<file path="config.mk">
export PLATFORM = sky130hd
export DESIGN_NAME = fcfs_schedule_metrics_top
export DESIGN_NICKNAME = d
export VERILOG_FILES = /design/src/rtl/core/fcfs_pkg.sv /design/src/rtl/core/fcfs_schedule_metrics_top.sv /design/src/rtl/core/fcfs_cell.sv /design/src/rtl/core/fcfs_calc.sv
export SDC_FILE = /design/constraint.sdc
export NUM_CORES = 2
export LEC_CHECK = 0
export ABC_CLOCK_PERIOD_IN_PS = 12400
export BUFFER_PORTS_ARGS = -buffer_cell sky130_fd_sc_hd__buf_2
export CORE_ASPECT_RATIO = 2
export CORE_MARGIN = 3
export CORE_UTILIZATION = 35
export CTS_CLUSTER_DIAMETER = 120
export CTS_CLUSTER_SIZE = 24
export DETAILED_ROUTE_END_ITERATION = 10
export SKIP_LAST_GASP = 1
export SLEW_MARGIN = 25
export SYNTH_ARGS = -nofsm -noshare
export SYNTH_HDL_FRONTEND = slang
export SYNTH_SLANG_ARGS = --single-unit
</file>
<file path="constraint.sdc">
create_clock -name i_clk -period 12.4 [get_ports i_clk]
set_clock_uncertainty 0.05 [all_clocks]
set_input_delay 2.48 -clock i_clk [delete_from_list [all_inputs] [get_ports i_clk]]
set_output_delay 2.48 -clock i_clk [all_outputs]
set_load 0.02 [all_outputs]
</file>
<file path="src/rtl/core/fcfs_pkg.sv">
package fcfs_pkg;

    localparam int MAX_PROCS_DEF = 16;

    // Wide enough for a process number at the largest supported capacity.
    localparam int NUM_W = 7;

    typedef struct packed {
        logic [15:0] arrival_time;
        logic [15:0] burst_time;
        logic        final_process;
    } t_in_word;

    typedef struct packed {
        logic [4:0]  process_number;
        logic [15:0] arrival_out;
        logic [15:0] burst_out;
        logic [20:0] completion_time;
        logic [20:0] turnaround_time;
        logic [19:0] waiting_time;
        logic [23:0] total_turnaround;
        logic [23:0] total_waiting;
        logic        overflow;
        logic        last_result;
    } t_out_word;

    typedef struct packed {
        logic [15:0]      arr;
        logic [15:0]      bur;
        logic [NUM_W-1:0] num;
    } t_entry;

    typedef struct packed {
        logic load;
        logic shift;
    } t_cell_ctrl;

    typedef enum logic {
        ST_LOAD,
        ST_EMIT
    } t_state;

endpackage

</file>
<file path="src/rtl/core/fcfs_schedule_metrics_top.sv">
// Loading: one word per cycle; each process drops into its sorted place in the cell row.
// The final word moves the control into the result state, from which the first result is registered.
// Results then leave at one per cycle while the output is taken.
// Input ready is low during the result run and returns in the cycle that shows the last result.
// Reset (synchronous, active low) clears the counters, flags and output valid; the store
// needs no clearing.
module fcfs_schedule_metrics_top #(
    parameter int MAX_PROCS = fcfs_pkg::MAX_PROCS_DEF
) (
    input  logic                i_clk,
    input  logic                i_rst_n,
    input  logic                i_in_valid,
    output logic                o_in_ready,
    input  fcfs_pkg::t_in_word  i_in_data,
    output logic                o_out_valid,
    input  logic                i_out_ready,
    output fcfs_pkg::t_out_word o_out_data
);

    localparam int CNT_W = $clog2(MAX_PROCS + 1);

    fcfs_pkg::t_state r_state;
    fcfs_pkg::t_state n_state;
    logic [CNT_W-1:0] r_count;
    logic [CNT_W-1:0] n_count;
    logic [CNT_W-1:0] r_remain;
    logic [CNT_W-1:0] n_remain;
    logic             r_dropped;
    logic             n_dropped;
    logic             r_first;
    logic             n_first;

    logic             w_accept;
    logic             w_room;
    logic [CNT_W-1:0] w_total;
    logic             w_step;
    logic             w_free;
    fcfs_pkg::t_cell_ctrl w_ctrl;
    fcfs_pkg::t_entry     w_new;
    fcfs_pkg::t_entry     w_entry [MAX_PROCS];
    logic                 w_gt    [MAX_PROCS];

    assign w_accept = i_in_valid && o_in_ready;
    assign w_room   = r_count < CNT_W'(MAX_PROCS);
    assign w_total  = w_room ? (r_count + CNT_W'(1)) : r_count;

    assign w_new.arr = i_in_data.arrival_time;
    assign w_new.bur = i_in_data.burst_time;
    assign w_new.num = fcfs_pkg::NUM_W'(r_count) + fcfs_pkg::NUM_W'(1);

    always_comb begin
        n_state   = r_state;
        n_count   = r_count;
        n_remain  = r_remain;
        n_dropped = r_dropped;
        n_first   = r_first;
        case (r_state)
            fcfs_pkg::ST_LOAD: begin
                if (w_accept) begin
                    n_count   = w_total;
                    n_dropped = r_dropped || !w_room;
                    if (i_in_data.final_process) begin
                        n_count = '0;
                        n_first = 1'b1;
                        if (w_total == '0) begin
                            n_dropped = 1'b0;
                        end else begin
                            n_remain = w_total;
                            n_state  = fcfs_pkg::ST_EMIT;
                        end
                    end
                end
            end
            fcfs_pkg::ST_EMIT: begin
                if (w_step) begin
                    n_remain = r_remain - CNT_W'(1);
                    n_first  = 1'b0;
                    if (r_remain == CNT_W'(1)) begin
                        n_dropped = 1'b0;
                        n_state   = fcfs_pkg::ST_LOAD;
                    end
                end
            end
            default: begin
                n_state = fcfs_pkg::ST_LOAD;
            end
        endcase
    end

    always_comb begin
        o_in_ready   = 1'b0;
        w_step       = 1'b0;
        w_ctrl.load  = 1'b0;
        w_ctrl.shift = 1'b0;
        case (r_state)
            fcfs_pkg::ST_LOAD: begin
                o_in_ready  = 1'b1;
                w_ctrl.load = i_in_valid && w_room;
            end
            fcfs_pkg::ST_EMIT: begin
                w_step       = w_free;
                w_ctrl.shift = w_free;
            end
            default: begin
                o_in_ready = 1'b0;
            end
        endcase
    end

    always_ff @(posedge i_clk) begin
        if (!i_rst_n) begin
            r_state   <= fcfs_pkg::ST_LOAD;
            r_count   <= '0;
            r_remain  <= '0;
            r_dropped <= 1'b0;
            r_first   <= 1'b1;
        end else begin
            r_state   <= n_state;
            r_count   <= n_count;
            r_remain  <= n_remain;
            r_dropped <= n_dropped;
            r_first   <= n_first;
        end
    end

    // The row stays sorted by arrival; cell zero always holds the next process to report.
    for (genvar g = 0; g < MAX_PROCS; g++) begin : g_cell
        fcfs_pkg::t_entry w_left;
        fcfs_pkg::t_entry w_right;
        logic             w_left_gt;

        if (g == 0) begin : g_head
            assign w_left    = w_new;
            assign w_left_gt = 1'b0;
        end else begin : g_body
            assign w_left    = w_entry[g-1];
            assign w_left_gt = w_gt[g-1];
        end

        if (g == MAX_PROCS - 1) begin : g_tail
            assign w_right = w_entry[g];
        end else begin : g_inner
            assign w_right = w_entry[g+1];
        end

        fcfs_cell u_cell (
            .i_clk      (i_clk),
            .i_ctrl     (w_ctrl),
            .i_new      (w_new),
            .i_occupied (r_count > CNT_W'(g)),
            .i_left_gt  (w_left_gt),
            .i_left     (w_left),
            .i_right    (w_right),
            .o_gt       (w_gt[g]),
            .o_entry    (w_entry[g])
        );
    end

    fcfs_calc #(
        .MAX_PROCS (MAX_PROCS)
    ) u_calc (
        .i_clk       (i_clk),
        .i_rst_n     (i_rst_n),
        .i_step      (w_step),
        .i_first     (r_first),
        .i_last      (r_remain == CNT_W'(1)),
        .i_ovf       (r_dropped),
        .i_entry     (w_entry[0]),
        .i_out_ready (i_out_ready),
        .o_free      (w_free),
        .o_out_valid (o_out_valid),
        .o_out_data  (o_out_data)
    );

`ifndef SYNTHESIS
    a_count_bound: assert property (@(posedge i_clk) disable iff (!i_rst_n)
        r_count <= CNT_W'(MAX_PROCS))
        else $error("process count above capacity");

    a_emit_remain: assert property (@(posedge i_clk) disable iff (!i_rst_n)
        (r_state == fcfs_pkg::ST_EMIT) |-> (r_remain != '0) && (r_count == '0))
        else $error("result run without pending results");

    a_run_start: assert property (@(posedge i_clk) disable iff (!i_rst_n)
        (w_accept && i_in_data.final_process && (w_total != '0))
        |=> (r_state == fcfs_pkg::ST_EMIT) && r_first)
        else $error("final word did not start a result run");

    a_run_end: assert property (@(posedge i_clk) disable iff (!i_rst_n)
        (w_step && (r_remain == CNT_W'(1)))
        |=> (r_state == fcfs_pkg::ST_LOAD) && !r_dropped && o_out_valid)
        else $error("result run did not close cleanly");
`endif

endmodule

</file>
<file path="src/rtl/core/fcfs_cell.sv">
module fcfs_cell (
    input  logic               i_clk,
    input  fcfs_pkg::t_cell_ctrl i_ctrl,
    input  fcfs_pkg::t_entry   i_new,
    input  logic               i_occupied,
    input  logic               i_left_gt,
    input  fcfs_pkg::t_entry   i_left,
    input  fcfs_pkg::t_entry   i_right,
    output logic               o_gt,
    output fcfs_pkg::t_entry   o_entry
);

    fcfs_pkg::t_entry r_entry;
    fcfs_pkg::t_entry n_entry;

    // A strict compare keeps equal arrivals in load order.
    assign o_gt    = !i_occupied || (r_entry.arr > i_new.arr);
    assign o_entry = r_entry;

    always_comb begin
        n_entry = r_entry;
        if (i_ctrl.shift) begin
            n_entry = i_right;
        end else if (i_ctrl.load && o_gt) begin
            n_entry = i_left_gt ? i_left : i_new;
        end
    end

    always_ff @(posedge i_clk) begin
        r_entry <= n_entry;
    end

endmodule

</file>
<file path="src/rtl/core/fcfs_calc.sv">
module fcfs_calc #(
    parameter int MAX_PROCS = fcfs_pkg::MAX_PROCS_DEF
) (
    input  logic                i_clk,
    input  logic                i_rst_n,
    input  logic                i_step,
    input  logic                i_first,
    input  logic                i_last,
    input  logic                i_ovf,
    input  fcfs_pkg::t_entry    i_entry,
    input  logic                i_out_ready,
    output logic                o_free,
    output logic                o_out_valid,
    output fcfs_pkg::t_out_word o_out_data
);

    localparam int CNT_W = $clog2(MAX_PROCS + 1);
    localparam int CT_W  = 16 + CNT_W;
    localparam int TOT_W = CT_W + CNT_W;

    logic [CT_W-1:0]  r_prev_ct;
    logic [TOT_W-1:0] r_tot_tt;
    logic [TOT_W-1:0] r_tot_wt;
    logic             r_valid;
    fcfs_pkg::t_out_word r_data;

    logic [CT_W-1:0]  w_arr;
    logic [CT_W-1:0]  w_start;
    logic [CT_W-1:0]  w_ct;
    logic [CT_W-1:0]  w_wt;
    logic [CT_W-1:0]  w_tt;
    logic [TOT_W-1:0] w_tot_tt;
    logic [TOT_W-1:0] w_tot_wt;
    logic [31:0]      w_ct32;
    logic [31:0]      w_tt32;
    logic [31:0]      w_wt32;
    logic [31:0]      w_ttt32;
    logic [31:0]      w_twt32;
    fcfs_pkg::t_out_word w_word;

    // Service starts at the later of arrival and the previous completion.
    always_comb begin
        w_arr    = CT_W'(i_entry.arr);
        w_start  = (i_first || (w_arr > r_prev_ct)) ? w_arr : r_prev_ct;
        w_ct     = w_start + CT_W'(i_entry.bur);
        w_wt     = w_start - w_arr;
        w_tt     = w_ct - w_arr;
        w_tot_tt = (i_first ? '0 : r_tot_tt) + TOT_W'(w_tt);
        w_tot_wt = (i_first ? '0 : r_tot_wt) + TOT_W'(w_wt);
        w_ct32   = 32'(w_ct);
        w_tt32   = 32'(w_tt);
        w_wt32   = 32'(w_wt);
        w_ttt32  = 32'(w_tot_tt);
        w_twt32  = 32'(w_tot_wt);

        w_word.process_number   = i_entry.num[4:0];
        w_word.arrival_out      = i_entry.arr;
        w_word.burst_out        = i_entry.bur;
        w_word.completion_time  = (w_ct32 > 32'h1F_FFFF) ? '1 : w_ct32[20:0];
        w_word.turnaround_time  = (w_tt32 > 32'h1F_FFFF) ? '1 : w_tt32[20:0];
        w_word.waiting_time     = (w_wt32 > 32'h0F_FFFF) ? '1 : w_wt32[19:0];
        w_word.total_turnaround = (w_ttt32 > 32'hFF_FFFF) ? '1 : w_ttt32[23:0];
        w_word.total_waiting    = (w_twt32 > 32'hFF_FFFF) ? '1 : w_twt32[23:0];
        w_word.overflow         = i_ovf;
        w_word.last_result      = i_last;
    end

    assign o_free      = !r_valid || i_out_ready;
    assign o_out_valid = r_valid;
    assign o_out_data  = r_data;

    always_ff @(posedge i_clk) begin
        if (!i_rst_n) begin
            r_valid <= 1'b0;
        end else if (i_step) begin
            r_valid <= 1'b1;
        end else if (i_out_ready) begin
            r_valid <= 1'b0;
        end
    end

    always_ff @(posedge i_clk) begin
        if (i_step) begin
            r_data    <= w_word;
            r_prev_ct <= w_ct;
            r_tot_tt  <= w_tot_tt;
            r_tot_wt  <= w_tot_wt;
        end
    end

endmodule
</file>
==> run metrics <==
run status finished clean; synth top area cells edfxtp_1 48%, ha_1 9.4%, mux2i_1 8.3%; Initial Util between 30% and 40%; max incr delay on CP about 0.74 ns; RSZ-0062 raised after global routing no; Post-synth ARST share 0%; Die W ~270 um; Antenna Nets Post-Route 0; Port Buf Inserts 187; clock sink count between 800 and 900; maximum vdd drop about 0.00017 V; post-DP HPWL between 100 and 150 mm; Rel. slew slack about 30%; vias in the first global route around 36000; largest net degree at the start of global routing 268; Final Hold Fails 0; Synth Cell Area 49400 um^2; Overflow after GRT 0; Post-Syn Instances 4757; I/O pins 188; Clock H-tree levels 2; power per standard cell area 169 nW/um^2; hold_buf cts 0; Max-cap violations 0; CTS Buf Count 39; wl on met1 51.9 mm; synth unique cells between 80 and 90; Worst setup SP type flip-flop; antenna violations before repair 18; Skew-Pair Late Insertion Delay 0.67 ns; syn avg cell area 10.4 um^2; Worst Path Buf+Inv 2; DRT Wirelength 143 mm; vias per cell 5.53; FILL cells 13700; synth warn 0; fraction of layout cells with a size suffix above 1 a little over 9%; post-synth top area share 48.2%; final setup fails 0; post-synth top area cell edfxtp_1; # DRC 0; Worst-Margin Slew approximately 1.1 ns; family with the most delay on the worst path compound AO/OA/AOI/OAI gates; Seq/Total Area, Yosys 48.7%; slowest CP cell a2111oi_0; Clock Tree Buf Depth 3; final instance area roughly 53000 um^2; FF+latch count, synth approximately 800; critical path capture point type flip-flop; worst slack at placement between 2 and 3 ns; met2 wire length 77.2 mm; Worst Path Required about 13 ns; Setup TNS 0 ns; die area approximately 150000 um^2; Die H between 500 and 600 um; Crit Path Class flip-flop to flip-flop; drt first pass iters 6; Post-synth EDFFs about 800; nets 5129; setup bufs post-CTS 0; PostCTS Resize Cnt 0; Tmin final 9.63 ns; syn_nets slightly above 5000; WL/cell approximately 22 um; top_reg_cell synth edfxtp_1; synth-to-layout area growth 7.96%; CTS tree built; root buf cell clkbuf_16; via count ~36000; met3 WL approximately 5.4 mm; floorplan core area 140000 um^2; upper clock frequency limit ~100 MHz; Placed Area about 52000 um^2; leakage about 0.021 uW; RePlAce Congestion approximately 0.9; Final WS setup 2.77 ns; Synth top cells by count 793 x edfxtp_1, 671 x nand2_1, 559 x o21ai_0, 409 x mux2i_1, 370 x ha_1; Final Max Tran Viols 0; top sig layer met5; first-pass GRT wire length about 220 mm; drt first-iter violations 3010; most frequent cell after synthesis edfxtp_1; row count 194; CP Max Fanout 44; worst endpoint data arrival time roughly 10 ns; gr usage total about a fifth; Clock transition at path regs 0.12 ns; worst min path class flip-flop to flip-flop; post-route clock period utilization roughly 78%
layout by cell type (no fill, tap or decap), drive strengths merged, types with 56 or more instances in the layout:
cell / Yosys / routed
edfxtp: 793 / 793
nand2: 671 / 671
o21ai: 564 / 564
mux2i: 409 / 409
ha: 370 / 370
nor2: 245 / 245
buf: 56 / 243
a21oi: 193 / 193
nor3: 175 / 175
inv: 105 / 110
nor2b: 86 / 86
nand2b: 86 / 86
a21o: 83 / 83
xnor2: 62 / 62
nand3: 56 / 56
where the power goes:
group | switching (uW) | total (uW) | internal [uW]
combinational | 2120 | 3380 | 1260
clock | 928 | 1530 | 598
sequential | 317 | 4110 | 3790
layer usage:
layer  vias to the layer above  GRT usage [%]
met4                        18           10.3
met3                       351           1.92
met2                      1039           36.8
met5                         -              0
met1                     17700           19.8
li1                      17400              -
layout make-up:
class / instances / area (um^2) / area share, %
Antenna cell: 8 / 20.0 / 0.0375
Clock buffer: 53 / 1030 / 1.93
Clock inverter: 4 / 60.1 / 0.113
Inverter: 107 / 409 / 0.767
Multi-Input combinational cell: 3519 / 24000 / 45.0
Sequential cell: 807 / 24100 / 45.1
Tap cell: 1862 / 2330 / 4.37
Timing Repair Buffer: 243 / 1410 / 2.64
registers in the layout (all words and copies together), names as in the netlist, 5 cells and up:
name and cells:
u_calc.o_out_data 128, r_remain 5, u_calc.r_tot_wt 26, g_cell.u_cell.o_entry 592, u_calc.r_tot_tt 26, r_count 5, u_calc.r_prev_ct 21
per-stage QoR:
step | std cells | hold WS [ns] | utilization [%] | total power (uW)
after floorplan | 4757 | 0.359 | - | 6420
after global routing | 6597 | 0.438 | 38.1 | 9540
after global placement | 6537 | 0.392 | 37.3 | 7470
after detailed placement | 6537 | 0.400 | 37.3 | 7550
after CTS | 6594 | 0.422 | 38.1 | 9080
final | 6603 | 0.418 | 38.1 | 9020
worst paths after layout:
check / from / end / depth (start not counted) / slack (ns)
worst min-delay path: g_cell[0].u_cell.o_entry[2] / u_calc.o_out_data[146] / 0 / 0.42
worst min register to register: g_cell[0].u_cell.o_entry[2] / u_calc.o_out_data[146] / 0 / 0.42
worst max register to register: g_cell[0].u_cell.o_entry[24] / u_calc.o_out_data[41] / 34 / 2.77
worst max-delay path: g_cell[0].u_cell.o_entry[24] / u_calc.o_out_data[41] / 34 / 2.77
cell families after synthesis:
kind of cell	share of synthesized area, %
and+or+nand+nor	13.0
AOI/OAI and AO/OA	14.6
DFF	48.7
muxes	9.19
buffers and inverters	3.41
adders and majority gates	9.57
xor gates and xnor gates	1.54
Power figures use the tool's default switching activity.
